`config.mk`:
```
export PLATFORM = sky130hd
export DESIGN_NAME = umcv_cell
export DESIGN_NICKNAME = d
export VERILOG_FILES = /design/src/umcv_pkg.sv /design/src/umcv_cell.sv
export SDC_FILE = /design/constraint.sdc
export NUM_CORES = 1
export LEC_CHECK = 0
export BUFFER_PORTS_ARGS = -buffer_cell sky130_fd_sc_hd__buf_2
export CORE_UTILIZATION = 40
export DETAILED_ROUTE_END_ITERATION = 16
export HOLD_SLACK_MARGIN = 0.1
export MAX_ROUTING_LAYER = met4
export PLACE_DENSITY = 0.77
export SYNTH_ARGS = -nofsm -noshare
export SYNTH_HDL_FRONTEND = slang
export SYNTH_SLANG_ARGS = --single-unit
```
`constraint.sdc`:
```
create_clock -name clk_i -period 4.19 [get_ports clk_i]
set_clock_uncertainty 0.1 [all_clocks]
set_input_delay 0.838 -clock clk_i [delete_from_list [all_inputs] [get_ports clk_i]]
set_output_delay 0.838 -clock clk_i [all_outputs]
set_load 0.02 [all_outputs]
```
`src/umcv_pkg.sv`:
```
package umcv_pkg;

  // Field widths of the stream payload and the register
  localparam int IdxW  = 12;
  localparam int ClsW  = 4;
  localparam int CfgW  = 5;
  localparam int VoteW = 9;

  // Parameter defaults
  localparam int DefMaxPoints  = 256;
  localparam int DefMaxClasses = 16;

  // Entries at or above this index count as no match
  localparam int DictEntries = 4096;

  localparam logic [VoteW-1:0] VoteLimit     = 9'd511;
  localparam logic [CfgW-1:0]  ClassCountRst = 5'd16;

  // One stored keypoint
  typedef struct packed {
    logic            matched;
    logic [IdxW-1:0] index;
    logic [ClsW-1:0] cls;
    logic            dup;
  } point_t;

  // Duplicate probe walking down the row of cells
  typedef struct packed {
    logic            valid;
    logic            matched;
    logic            hit;
    logic [IdxW-1:0] index;
  } probe_t;

  // Controls from the sequencer to the tally unit
  typedef struct packed {
    logic vote;
    logic scan;
    logic clear;
  } tally_ctl_t;

  typedef enum logic [1:0] {
    ST_LOAD,
    ST_DRAIN,
    ST_UNLOAD,
    ST_SCAN
  } state_e;

endpackage

```
`src/umcv_cell.sv`:
```
module umcv_cell import umcv_pkg::*; (
  input  logic   clk_i,
  input  logic   rst_ni,
  input  logic   wr_en_i,
  input  point_t wr_pnt_i,
  input  logic   shift_en_i,
  input  point_t nbr_i,
  input  probe_t probe_i,
  output probe_t probe_o,
  output point_t pnt_o
);

  point_t pnt_q;
  probe_t probe_q;
  logic   fresh_q;
  logic   hit_here;
  logic   own;

  // A fresh cell has not yet seen its own probe: that probe finishes here
  assign own      = probe_q.valid && fresh_q;
  assign hit_here = probe_q.valid && !fresh_q && probe_q.matched && pnt_q.matched &&
                    (probe_q.index == pnt_q.index);

  always_comb begin
    probe_o       = probe_q;
    probe_o.valid = probe_q.valid && !fresh_q;
    probe_o.hit   = probe_q.hit || hit_here;
  end

  assign pnt_o = pnt_q;

  always_ff @(posedge clk_i or negedge rst_ni) begin
    if (!rst_ni) begin
      probe_q <= '0;
      fresh_q <= 1'b0;
    end else begin
      probe_q <= probe_i;
      if (wr_en_i) begin
        fresh_q <= 1'b1;
      end else if (own) begin
        fresh_q <= 1'b0;
      end
    end
  end

  always_ff @(posedge clk_i) begin
    if (wr_en_i) begin
      pnt_q <= '{matched: wr_pnt_i.matched, index: wr_pnt_i.index,
                 cls: wr_pnt_i.cls, dup: 1'b0};
    end else if (shift_en_i) begin
      pnt_q <= nbr_i;
    end else if (own) begin
      pnt_q.dup <= pnt_q.dup || probe_q.hit;
    end else if (hit_here) begin
      pnt_q.dup <= 1'b1;
    end
  end

endmodule

```
Word-level counts from Yosys, hierarchy flattened
Index checks and enable logic that the tools add are counted.
Word-level totals
  output and inout bits: 33
  bits in registers: 34
  word-level logic and storage cells: 28
  bits of input ports: 55
Operators by class
  mux-type cells: 7
  equal/unequal tests: 1
  reduce and logical (&&, ||, !) cells: 11
Operators with widths (number)
  $mux W18: 1
  $mux W17: 1
  $eq A12 B12 Y1: 1
  $logic_and A1 B1 Y1: 5
  $mux W1: 5
  $reduce_bool A2 Y1: 2
  $reduce_bool A3 Y1: 1
  $logic_or A1 B1 Y1: 2
  $logic_not A1 Y1: 1

Depth between registers and ports, before layout
  depth after elaboration: 9
  mapped depth: 4
  mapped depth without buffers: 4

Worst setup path before layout
No wires, ideal clock.
  kind: reg2out
  from: register pnt_q (netlist bit pnt_o[12])
  to: output port probe_o[12] (netlist name)
  slack: 1729 ps
  stages on the path, launching flop included: 5
  buffers on the path: 0
  arrival: 1523 ps
  required time: 3252 ps
  cell sequence: edfxtp_1 xnor2_1 nand4_2 or4_4 nand2b_1
RTL lines
  start: declaration: RTL line umcv_cell.sv:13  | point_t pnt_q;
  start signal: assignment: RTL line umcv_cell.sv:48  | pnt_q <= '{matched: wr_pnt_i.matched, index: wr_pnt_i.index,
  start signal: assignment: RTL line umcv_cell.sv:51  | pnt_q <= nbr_i;
  end: declaration: RTL line umcv_cell.sv:9  | output probe_t probe_o,

==> flow_summary.ini <==
[sta]
fin_crit_sh_pct = 67.1
worstMarginPinSlew_ns = 0.468
slew_headroom_pct = 68.8
rsz0062_at_grt = false
setup_tns_ns = 0
fin_crit_ns = 2.81
max_freq_mhz = 356
setup_viol = 0
hold_viol = 0
report.final.slew_viol_count = 0

[synth]
synth-seq-area-share_pct = 64.5
synth_top_area_share_pct = 35.4
ys_seq_elements = 34
post-synth-top-count-cell = edfxtp_1
synth_edf_count = 17
yosysWarnings = 0
synth_ff_type = edfxtp_1
async_reset_ff_share_pct = 47.1
synthTopCellsByCount = 17 x edfxtp_1, 16 x dfrtp_1, 16 x mux2_1
syn_area_per_cell_um2 = 15.9
ys_types = 19
mappedNetlistNets = 146
synth_area_um2 = 1440
post-synth-top-area-cell = edfxtp_1
synthTopCellsByArea = edfxtp_1 35%, dfrtp_1 28%, mux2_1 12%, buf_4 7.3%, xnor2_1 7.3%
synthCells = 91

[floorplan]
rows = 21
initial_core_util_pct = 42.6
die_w_um = 62.1
dieArea_um2 = 3850
io_pins = 88
dieHeight_um = 62.1
core_um2 = 3390

[critical_path]
end_kind = output port
critical_path_arrival_ns = 1.87
critical_path.max_fanout = 2
criticalPathCategory = flip-flop to output port
required_ns = 3.25
start_kind = flip-flop

[placed_design]
dp.cells = 208
portBuffers = 86
gp_congestion = 0.699
post_dp_cell_area_um2 = 1820
hpwl_mm = 2.25

[clock_network]
clk_path_buf_depth = 2
cts-htree-levels = 2
cts_hold_buf = 0
cts_tree = done
post_cts_buffers = 0
clock_latency_ns = 0.33
cts-root-buf = clkbuf_4
cts_inserted_buffers = 5
path_clk_slew_ns = 0.11
ctsResizeCount = 0
clock_sinks = 34

[final_layout]
multi_input_area_um2 = 395
drive_above_1_share_pct = 58.8
seq_area_um2 = 931
antenna_cells = 0
final_nets = 224
stdcell_count = 216
area_delta_synth_final_pct = 30.7
fillCellCount = 307
fin_area_um2 = 1890

[drt]
vias = 995
drt-total-wl_mm = 2.90
ant_nets = 0
post-route-drc-count = 0
firstDrtPassIters = 2
first_iter_violations = 15
wl_per_cell_um = 13.4
via_per_inst = 4.61

[global_route]
grt_pass1_vias = 958
overflow = 0
grt_max_degree = 21
use_met2_pct = 29.0
antenna_found_initial = 0
grt_pass1_wl_mm = 4.20
grt_use_met3_pct = 5.59
grt_usage_pct = 16.8
top_usage_layer = met2
grtUsageMet1_pct = 16.4

[power]
irDropWorstVdd_v = 0.000186
leakagePower_nw = 0.877
fin_total_pwr_mw = 0.720
power_density_nw_per_um2 = 382

[run]
max_cap_violations = 0

[worst_hold_path]
hold_class = input port to async pin

[outcome]
status = finished clean
==> final cells by class <==
type	instances	area share (%)
Inverter	2	0.398
Tap cell	46	3.05
Timing Repair Buffer	86	22.8
Multi-Input combinational cell	40	21.0
Sequential cell	34	49.4
Clock buffer	6	2.72
Clock inverter	2	0.664
==> metrics by stage <==
stage / setup WS (ns) / hold slack, ns / util (%)
floorplan: 1.73 / 0.430 / -
global placement: 1.76 / 0.443 / 53.7
detailed placement: 1.72 / 0.485 / 53.7
CTS: 1.33 / 0.298 / 55.6
global route: 1.25 / 0.307 / 55.6
finish: 1.38 / 0.303 / 55.6
==> cells by family after synthesis <==
family | count (synthesis) | share of synthesized area [%]
DFF | 34 | 64.5
muxes | 17 | 13.3
buffers and inverters | 17 | 8.07
xor gates and xnor gates | 12 | 7.29
and+or+nand+nor | 8 | 4.68
AOI/OAI and AO/OA | 3 | 2.17
==> cell usage in the layout (no fill, tap or decap), drive strengths merged <==
cell type / n
a21o: 1
edfxtp: 17
buf: 86
clkinvlp: 1
clkinv: 1
mux2: 17
clkbuf: 6
dfxtp: 1
nand2b: 1
nand3: 1
a311oi: 1
a221oi: 1
nand4: 3
inv: 2
or2: 1
dfrtp: 16
xnor2: 12
or4: 1
nor2b: 1
==> state kept, by name, indices dropped and copies added (netlist names) <==
| signal | cells |
|---|---|
| fresh_q | 1 |
| pnt_o | 18 |
| probe_q | 2 |
| probe_o | 13 |
==> layer usage <==
metal	vias to the layer above	wire length [um]
li1	464	-
met1	473	1070
met2	52	1560
met3	6	209
met5	-	0
met4	0	57
==> worst max-delay path: stages (launching register included) <==
cell,delay [ns]
edfxtp_1,0.42
xnor2_1,0.23
nand4_2,0.12
or4_4,0.54
nand2b_1,0.08
buf_2,0.16
==> worst paths after layout <==
kind	cells after the start	start	end	slack, ns
worst max-delay path	5	pnt_o[15]	probe_o[12]	1.38
worst min-delay path	1	rst_ni	probe_o[3]	0.30
worst max register to register	4	pnt_o[15]	pnt_o[0]	2.49
worst min register to register	1	fresh_q	fresh_q	0.50
max in group asynchronous	1	rst_ni	probe_o[10]	3.42
min in group clk_i	1	fresh_q	fresh_q	0.50
==> report_power, final <==
group | switching (mW) | internal, mW | leakage, nW
clock | 0.112 | 0.0806 | 0.0343
sequential | 0.0157 | 0.382 | 0.367
combinational | 0.0716 | 0.0584 | 0.476
(Power assumes the default switching activity.)
