### src/umcv_pkg.sv
package umcv_pkg;

  // Field widths of the stream payload and the register
  localparam int IdxW  = 12;
  localparam int ClsW  = 4;
  localparam int CfgW  = 5;
  localparam int VoteW = 9;

  // Parameter defaults
  localparam int DefMaxPoints  = 256;
  localparam int DefMaxClasses = 16;

  // Entries at or above this index count as no match
  localparam int DictEntries = 4096;

  localparam logic [VoteW-1:0] VoteLimit     = 9'd511;
  localparam logic [CfgW-1:0]  ClassCountRst = 5'd16;

  // One stored keypoint
  typedef struct packed {
    logic            matched;
    logic [IdxW-1:0] index;
    logic [ClsW-1:0] cls;
    logic            dup;
  } point_t;

  // Duplicate probe walking down the row of cells
  typedef struct packed {
    logic            valid;
    logic            matched;
    logic            hit;
    logic [IdxW-1:0] index;
  } probe_t;

  // Controls from the sequencer to the tally unit
  typedef struct packed {
    logic vote;
    logic scan;
    logic clear;
  } tally_ctl_t;

  typedef enum logic [1:0] {
    ST_LOAD,
    ST_DRAIN,
    ST_UNLOAD,
    ST_SCAN
  } state_e;

endpackage

### src/umcv_tally.sv
module umcv_tally import umcv_pkg::*; #(
  parameter int MAX_CLASSES = DefMaxClasses
) (
  input  logic             clk_i,
  input  logic             rst_ni,
  input  tally_ctl_t       ctl_i,
  input  point_t           vote_i,
  input  logic [CfgW-1:0]  limit_i,
  output logic             done_o,
  output logic [ClsW-1:0]  best_class_o,
  output logic [VoteW-1:0] best_votes_o
);

  localparam int TIdxW = $clog2(MAX_CLASSES);

  logic [VoteW-1:0] tally_q [MAX_CLASSES];
  logic [CfgW-1:0]  scan_q;
  logic [CfgW-1:0]  best_class_q;
  logic [VoteW-1:0] best_votes_q;
  logic             vote_ok;
  logic             scan_ok;
  logic [TIdxW-1:0] vote_idx;
  logic [TIdxW-1:0] scan_idx;

  assign vote_idx = TIdxW'(vote_i.cls);
  assign scan_idx = TIdxW'(scan_q);
  assign vote_ok  = ctl_i.vote && vote_i.matched && !vote_i.dup &&
                    (CfgW'(vote_i.cls) < limit_i);
  assign scan_ok  = ctl_i.scan && (scan_q < limit_i);
  assign done_o   = (scan_q >= limit_i);

  assign best_class_o = ClsW'(best_class_q);
  assign best_votes_o = best_votes_q;

  always_ff @(posedge clk_i or negedge rst_ni) begin
    if (!rst_ni) begin
      for (int i = 0; i < MAX_CLASSES; i++) tally_q[i] <= '0;
      scan_q       <= '0;
      best_class_q <= '0;
      best_votes_q <= '0;
    end else if (ctl_i.clear) begin
      for (int i = 0; i < MAX_CLASSES; i++) tally_q[i] <= '0;
      scan_q       <= '0;
      best_class_q <= '0;
      best_votes_q <= '0;
    end else begin
      // Saturate the tally
      if (vote_ok && (tally_q[vote_idx] < VoteLimit)) begin
        tally_q[vote_idx] <= tally_q[vote_idx] + VoteW'(1);
      end
      // Strict compare keeps the lowest class on a tie
      if (scan_ok) begin
        if (tally_q[scan_idx] > best_votes_q) begin
          best_votes_q <= tally_q[scan_idx];
          best_class_q <= scan_q;
        end
        scan_q <= scan_q + CfgW'(1);
      end
    end
  end

endmodule

### config.mk
export PLATFORM = sky130hd
export DESIGN_NAME = umcv_tally
export DESIGN_NICKNAME = d
export VERILOG_FILES = /design/src/umcv_pkg.sv /design/src/umcv_tally.sv
export SDC_FILE = /design/constraint.sdc
export NUM_CORES = 1
export LEC_CHECK = 0
export ABC_AREA = 1
export BUFFER_PORTS_ARGS = -buffer_cell sky130_fd_sc_hd__buf_2
export CAP_MARGIN = 0
export CORE_MARGIN = 4
export CORE_UTILIZATION = 55
export DETAILED_ROUTE_END_ITERATION = 8
export GPL_TIMING_DRIVEN = 0
export PLACE_DENSITY = 0.76
export SLEW_MARGIN = 40
export SYNTH_ARGS = -nofsm -noshare
export SYNTH_HDL_FRONTEND = slang
export SYNTH_SLANG_ARGS = --single-unit
### constraint.sdc
create_clock -name clk_i -period 8.5 [get_ports clk_i]
set_input_delay 0.425 -clock clk_i [delete_from_list [all_inputs] [get_ports clk_i]]
set_output_delay 0.425 -clock clk_i [all_outputs]
set_load 0.02 [all_outputs]
# Yosys cells after proc, flatten, opt, wreduce, memory -nomap -nowiden
# Index checks and enable logic that the tools add are counted.
[totals] regBits=162
[op_classes] bitwise_logic=2 order_cmp=8 n_addsub=2 reduce_logical=11 n_mux=19
[ops] cell="2-to-1 mux 144 bit" count=2
[ops] cell="bitwise mux 144 bit" count=1
[ops] cell="binary-select mux 9 bit (select 4 bit)" count=2
[ops] cell="2-to-1 mux 9 bit" count=8
[ops] cell="demux 9 bit (select 4 bit)" count=1
[ops] cell="2-to-1 mux 4 bit" count=3
[ops] cell="greater-or-equal comparator 5 bit (second input constant)" count=2
[ops] cell="2-to-1 mux 5 bit" count=2
[ops] cell="inverter 4 -> 5 bit" count=2
[ops] cell="adder 9 x 1 -> 9 bit (second input constant)" count=1
[ops] cell="greater-than comparator 9 bit" count=1
[ops] cell="< comparator 9 bit (second input constant)" count=1
[ops] cell="logical AND 1 bit" count=6
[ops] cell="nonzero test 2 bit" count=3
[ops] cell="adder 5 x 1 -> 5 bit (second input constant)" count=1
[ops] cell="greater-or-equal comparator 5 bit" count=1
[ops] cell="< comparator 4 x 5 -> 1 bit" count=1
[ops] cell="< comparator 5 x 1 -> 1 bit (second input constant)" count=1
[ops] cell="< comparator 5 bit" count=1
[ops] cell="AND reduction 2 bit" count=1
[ops] cell="zero test 1 bit" count=1

# Depth between registers and ports, before layout
# Gate-level depths: netlist of the first run.
[logic_depth] depth_word=8 ltp_mapped=19 mapped_depth_nobuf=17

# Worst setup path before layout of the first run
# No wires, ideal clock.
[synth_timing] path_type="register to register" startpoint="register scan_q[0]" endpoint="register best_class_q[0]" period_less_slack_ns=2.961 required_time_ns=8.422 t_arrival_ns=2.882 path_buffers=4 setup_ns=0.078 path_slack_ns=5.539 path_stages_with_launch=19 path_cell_list="dfrtp_1 > clkbuf_1 > clkinv_1 > clkbuf_1 > clkbuf_1 > o21ai_0 > nand2_1 > nand2_1 > nand3_1 > ha_1 > nand2_1 > nor3_1 > nand3b_1 > o2111ai_1 > nand2_1 > inv_1 > clkbuf_1 > nand2_1 > a21oi_1"
[synth_between] elab_chain_len=7 elab_cells_between_ends=13 cone_classes="order compare (2); mux (6); bitwise (1); reduce/logical (4)"
[synth_lines] element="start, declared" line="umcv_tally.sv:17" text="logic [CfgW-1:0] scan_q;"
[synth_lines] element="start signal, assigned" line="umcv_tally.sv:57" text="scan_q <= scan_q + CfgW'(1);"
[synth_lines] element="inverter 4 -> 5 bit (not written as such)" line="umcv_tally.sv:53" text="if (tally_q[scan_idx] > best_votes_q) begin"
[synth_lines] element="binary-select mux 9 bit (select 4 bit)" line="umcv_tally.sv:53"
[synth_lines] element="2-to-1 mux 9 bit (not written as such) (2 in series)" line="umcv_tally.sv:53"
[synth_lines] element="greater-than comparator 9 bit" line="umcv_tally.sv:53"
[synth_lines] element="nonzero test 2 bit (no line)"
[synth_lines] element="AND reduction 2 bit (no line)"
[synth_lines] element="end signal, assigned" line="umcv_tally.sv:55" text="best_class_q <= scan_q;"
[synth_lines] element="end, declared" line="umcv_tally.sv:18" text="logic [CfgW-1:0] best_class_q;"
# Several ways; a longest one is shown, not always the timed one. The select of a mux whose other input is x is not followed.
# A chain may end at the register's enable or synchronous reset.

# Worst setup path after layout of the first run
[layout_timing] startpoint="register scan_q[0]" endpoint="register best_class_q[2]"
[layout_between] elab_chain_len=7 elab_cells_between_ends=10 cone_classes="order compare (2); mux (3); bitwise (1); reduce/logical (4)"
[layout_lines] element="inverter 4 -> 5 bit (not written as such)" line="umcv_tally.sv:53"
[layout_lines] element="binary-select mux 9 bit (select 4 bit)" line="umcv_tally.sv:53"
[layout_lines] element="2-to-1 mux 9 bit (not written as such) (2 in series)" line="umcv_tally.sv:53"
[layout_lines] element="greater-than comparator 9 bit" line="umcv_tally.sv:53"
[layout_lines] element="nonzero test 2 bit (no line)"
[layout_lines] element="AND reduction 2 bit (no line) (*)"
# Mark *: on every way between the ends. The rest lies on a longest branch, timed or not. The select of a mux whose other input is x is not followed.

==> results_dict.tcl, run 1 <==
set metrics [dict create \
    cts_tree "built" \
    place_hpwl_um 30000 \
    worstMarginPinSlew_ns 1.05 \
    synth_seq_cells 162 \
    finalInstanceArea_um2 11300 \
    area_growth_pct 10.7 \
    initial_core_util_pct 56.4 \
    drtIter0Drc 2311 \
    fin_crit_ns 4.52 \
    viasPerCell 6.25 \
    syn_nets 1583 \
    final_common_cell "nand2_1" \
    yosysTopAreaCell "dfrtp_1" \
    stdcell_count 1828 \
    core_area_um2 18100 \
    fmax_mhz 221 \
    layout_setup_ws_ns 3.98 \
    dieArea_um2 20800 \
    slew_headroom_pct 29.9 \
    fillers 1715 \
    maxCapViolCount 0 \
    ctsRootBufferMaster "clkbuf_16" \
    start_kind "flop" \
    place_congestion 1.11 \
    drc_errors 0 \
    drtAntennaViolNets 0 \
    h-tree-depth 4 \
    synth.top_cell.area_share_pct 39.7 \
    critPathSlowestCell "clkbuf_1" \
    first_pass_iters 8 \
    setup_viol 0 \
    required_ns 8.86 \
    num_rows 49 \
    yosysUniqueCellTypes 34 \
    grt_pass1_vias 10400 \
    synth-async-reset-ratio_pct 100 \
    die_width_um 144 \
    fin_crit_sh_pct 53.2 \
    fin_skew_ns 0.0113 \
    setup_tns_ns 0 \
    wl_per_cell_um 23.5 \
    postCtsHoldBufs 1 \
    fin_hold_ws_ns 0.342 \
    critPathTopFamily "buffers and inverters" \
    slew_violations 0 \
    cts_made_buffers 17 \
    rsz0062_at_grt "no" \
    crit_start "scan_q[0]$_DFFE_PN0P_" \
    status "completed" \
    synth_edf_count 0 \
    layout_common_cells "nand2_1, nand3_1, dfrtp_1" \
    fin_util_pct 62.4 \
    drive_above_1_share_pct 7.38 \
    overflow 0 \
    slowest_delay_ns 0.72 \
    post-place-ws_ns 4.29 \
    hold_violations 0 \
    synthTopCellsByArea "dfrtp_1, nand2_1, nand3_1" \
    postCtsSetupRepairBufs 0 \
    pin_count 42 \
    fin_nets 1634 \
    synthCells 1536 \
    antenna_found_initial 2 \
    peakVddDrop_v 0.000140 \
    grt_max_degree 57 \
    grt_first_pass_wirelength_um 63400 \
    routed_wl_um 42900 \
    port_buffers 29 \
    via_count 11400 \
    cp-end-kind "flop" \
    synth_ff_type "dfrtp_1" \
    yosysSeqAreaShare_pct 39.7 \
    yosysWarnings 0 \
    clk_pin_slew_worst_paths_ns 0.07 \
    multiInputGateArea_um2 5410 \
    reg2reg_from "scan_q[0]$_DFFE_PN0P_" \
    clkSinkCount 162 \
    die_h_um 144 \
    synth.avg_cell_area_um2 6.64 \
    worstPathArrival_ns 4.89 \
    seq_area_um2 4050 \
    hold_path.class "primary input to flop" \
    post-place-cells 1796 \
    powerDensity_nw_per_um2 167 \
    cts.path.max_buffers 2 \
    power_mw 1.89 \
    criticalPathCategory "flop to flop" \
    crit_chain "clkbuf_1, clkinv_1, clkbuf_1, clkbuf_1, o21ai_0, o22ai_1, nand2_1, nand3_1, inv_1, ha_1, nand2_1, nor4_1, nor2_1, nand2_1, clkbuf_1, nand2_1, a21oi_1" \
    cts_resized 0 \
    n_antenna_cell 0 \
    p_leak_nw 5.87 \
    crit_path_max_fanout 10 \
    syn_area_um2 10200 \
    post_dp_cell_area_um2 10700 \
    clock_latency_ns 0.45 \
    crit_buf_inv 6 \
    grt_usage_pct 41.9 \
    hp-start "ctl_i[1]" \
]
## routing by layer
metal / vias to the layer above / global-route usage (%) / share of wire, % / wire [um]
met5: - / 0 / 0.068 / 29
li1: 5044 / - / - / -
met4: 4 / 21.6 / 7.0 / 2990
met3: 236 / 15.7 / 15 / 6570
met2: 934 / 59.3 / 40 / 17200
met1: 5208 / 56.1 / 37 / 16100
## report_power, final
part | internal, mW | switching [mW]
combinational | 0.0758 | 0.235
sequential | 0.778 | 0.00643
clock | 0.435 | 0.357
total | 1.29 | 0.598
## flip-flops by register name, indices dropped and copies added, names as in the netlist
signal and cells:
best_class_q 4, scan_q 5, best_votes_o 9, tally_q 144
## layout make-up
cell class | instances | area share [%]
well taps | 229 | 2.54
clock buffers | 17 | 3.77
inverters | 101 | 3.36
repair buffers | 32 | 1.95
clock inverters | 14 | 1.36
plain buffers | 81 | 3.20
flip-flops and latches | 162 | 35.9
multi-input cells | 1192 | 47.9
## logic make-up (layout without fill, tap and decap cells)
group / Yosys count / in the layout / share of synthesized area, %
compound gates: 182 / 182 / 9.71
xor+xnor: 2 / 2 / 0.172
fa+ha+maj: 19 / 19 / 2.33
buf+inv: 182 / 245 / 7.25
flops: 162 / 162 / 39.7
simple gates: 989 / 989 / 40.8
## Yosys cell counts (2+ instances only)
master    number
dfrtp_1      162
nand2_1      652
inv_1         96
o21ai_0      106
nor2_4        12
buf_4          7
o22ai_1       18
nor2_2         6
nor2_1       106
nand4_1        9
buf_2         15
o211ai_1       9
xor2_1         2
o221ai_1       5
nor3_1         2
clkinv_1       4
clkbuf_1      53
nand3_1      187
ha_1          19
nand3_2       11
a21oi_1       38
buf_1          5
## path summary, 6_finish.rpt
path | endpoint | slack (ns) | depth (start not counted)
worst max register to register | best_class_q[2]$_DFFE_PN0P_ | 3.98 | 17
worst max-delay path | best_class_q[2]$_DFFE_PN0P_ | 3.98 | 17
worst min register to register | tally_q[31]$_DFFE_PN0P_ | 0.51 | 2
min in group asynchronous | scan_q[4]$_DFFE_PN0P_ | 0.49 | 2
worst min-delay path | scan_q[2]$_DFFE_PN0P_ | 0.34 | 3
max in group asynchronous | tally_q[26]$_DFFE_PN0P_ | 7.06 | 4
## worst min-delay path, stage by stage
cell,delay (ns)
buf_2,0.11
nand3_1,0.13
a21oi_1,0.09
Note: power is estimated with default switching activity, not from simulation.
==> run 2, diff against run 1 <==
--- a/config.mk
+++ b/config.mk
@@ -12,7 +12,7 @@
 export CORE_UTILIZATION = 55
 export DETAILED_ROUTE_END_ITERATION = 8
 export GPL_TIMING_DRIVEN = 0
-export PLACE_DENSITY = 0.76
+export PLACE_DENSITY = 0.79
 export SLEW_MARGIN = 40
 export SYNTH_ARGS = -nofsm -noshare
 export SYNTH_HDL_FRONTEND = slang
==> constraint.sdc (replaced) <==
create_clock -name clk_i -period 3.65 [get_ports clk_i]
set_input_delay 0.1825 -clock clk_i [delete_from_list [all_inputs] [get_ports clk_i]]
set_output_delay 0.1825 -clock clk_i [all_outputs]
set_load 0.02 [all_outputs]
==> run 2 against run 1 <==
Register-to-register slack lost 3.8 ns. Highest routed layer is now met4. Core utilization grew 0.39 points. Critical path type unchanged. Wire length shrank 8.8%. Power grew 130%. Largest cell class unchanged. Cell count is the same. Fmax grew 29%. Largest power group unchanged. Non-clock buffer count shrank 1. First-iteration DRC count shrank 12%. Sequential cell count is the same. Via count is essentially flat. Worst setup slack lost 3.8 ns.
==> results_dict.tcl, run 2 (synthesized netlist as in run 1, its figures left out) <==
set metrics [dict create \
    slew_violations 0 \
    fin_crit_sh_pct 96.2 \
    wl_per_cell_um 21.4 \
    pin_count 42 \
    worstPathArrival_ns 3.88 \
    rsz0062_at_grt "no" \
    slew_headroom_pct 36.6 \
    via_count 11400 \
    num_rows 49 \
    drc_errors 0 \
    overflow 0 \
    final_common_cell "nand2_1" \
    criticalPathCategory "flop to flop" \
    ctsRootBufferMaster "clkbuf_16" \
    post-place-cells 1796 \
    hold_violations 0 \
    port_buffers 29 \
    worstMarginPinSlew_ns 0.950 \
    p_leak_nw 5.95 \
    cts_made_buffers 17 \
    status "completed" \
    cts.path.max_buffers 2 \
    hold_path.class "primary input to flop" \
    fmax_mhz 285 \
    grt_max_degree 61 \
    setup_viol 0 \
    required_ns 4.02 \
    fin_skew_ns 0.00720 \
    ff2ff_setup_slack_ns 0.14 \
    drive_above_1_share_pct 9.07 \
    fin_hold_ws_ns 0.0575 \
    antenna_found_initial 0 \
    grt_first_pass_wirelength_um 59500 \
    drtAntennaViolNets 0 \
    die_h_um 144 \
    multiInputGateArea_um2 5440 \
    first_pass_iters 9 \
    stdcell_count 1828 \
    die_width_um 144 \
    powerDensity_nw_per_um2 387 \
    clock_latency_ns 0.45 \
    initial_core_util_pct 56.4 \
    postCtsSetupRepairBufs 0 \
    regMostFlops "tally_q" \
    fin_nets 1633 \
    power_mw 4.40 \
    core_area_um2 18100 \
    drtIter0Drc 2043 \
    start_kind "flop" \
    viasPerCell 6.25 \
    place_hpwl_um 27800 \
    cp-end-kind "flop" \
    fin_crit_ns 3.51 \
    layout_common_cells "nand2_1, nand3_1, dfrtp_1" \
    maxCapViolCount 0 \
    routed_wl_um 39100 \
    n_antenna_cell 0 \
    largest_reg_flops 144 \
    fin_util_pct 62.8 \
    seq_area_um2 4060 \
    peakVddDrop_v 0.000351 \
    fillers 1626 \
    grt_pass1_vias 10600 \
    crit_path_max_fanout 10 \
    grt_usage_pct 38.1 \
    dieArea_um2 20800 \
    cts_tree "built" \
    h-tree-depth 4 \
    place_congestion 1.07 \
    clk_pin_slew_worst_paths_ns 0.07 \
    area_growth_pct 11.3 \
    clkSinkCount 162 \
]
-- run 2: changes by cell type in the layout (fill, tap and decap cells not counted), moves of 2 or more --
cell,previous run,this run
clkbuf_1,53,32
clkbuf_2,1,13
clkbuf_4,0,2
nand3_2,11,14
buf_2,43,48
nand3_1,187,184
-- run 2: path summary, 6_finish.rpt --
| path | start | cells after the start | to |
|---|---|---|---|
| min in group asynchronous | rst_ni | 2 | scan_q[4]$_DFFE_PN0P_ |
| min reg2reg | tally_q[66]$_DFFE_PN0P_ | 2 | tally_q[66]$_DFFE_PN0P_ |
| max reg2reg | scan_q[1]$_DFFE_PN0P_ | 14 | best_class_q[2]$_DFFE_PN0P_ |
| max | scan_q[1]$_DFFE_PN0P_ | 14 | best_class_q[2]$_DFFE_PN0P_ |
| min | ctl_i[1] | 3 | scan_q[2]$_DFFE_PN0P_ |
| max in group asynchronous | rst_ni | 3 | tally_q[109]$_DFFE_PN0P_ |
-- run 2: area by class of cell --
class,instances,share of cell area (%)
Inverter,101,3.34
Tap cell,229,2.52
Multi-Input combinational cell,1192,47.9
Buffer,80,3.40
Timing Repair Buffer,32,1.94
Clock buffer,18,3.87
Sequential cell,162,35.7
Clock inverter,14,1.33
-- run 2: per-layer routing --
metal / vias to the layer above / share of wire [%] / GRT usage [%]
met4: 0 / 6.9 / 21.9
met3: 247 / 14 / 11.6
met5: - / 0 / 0
met1: 5191 / 37 / 49.3
met2: 938 / 42 / 56.7
li1: 5043 / - / -
-- run 2: worst max-delay path, cell delays in order (launching register included) --
cell      delay [ns]
dfrtp_2         0.55
clkbuf_1        0.65
o21ai_0         0.27
o221ai_1        0.24
o211ai_1        0.11
nand3_1         0.26
inv_1           0.08
ha_1            0.28
nand2_1         0.04
nor4_1          0.24
nor2_1          0.09
nand2_2         0.13
clkbuf_2        0.24
nand2_1         0.08
a21oi_1         0.16
-- run 2: per-stage QoR --
step | setup TNS, ns | instance area [um2] | setup WS (ns)
3_5_place_dp | -7.19 | 10700 | -0.662
2_1_floorplan | 0 | 10200 | 0.689
6_report | 0 | 11400 | 0.139
3_3_place_gp | -13.25 | 10600 | -0.512
4_1_cts | 0 | 11300 | 0.0262
5_1_grt | 0 | 11400 | 0.00688
-- run 2: repair_timing --
action / 4_1_cts / 5_1_grt
endpoints found under the setup margin: 13 / 13
hold endpoints to repair: 42 / 0
pin swaps: 0 / 1
hold buffers: 1 / 0
gates resized for setup: 9 / 31
-- run 2: power breakdown --
part	internal, mW	leakage, nW	total (mW)	switching (mW)
combinational	0.187	3.40	0.709	0.522
clock	1.03	0.288	1.86	0.825
sequential	1.81	2.26	1.83	0.0185
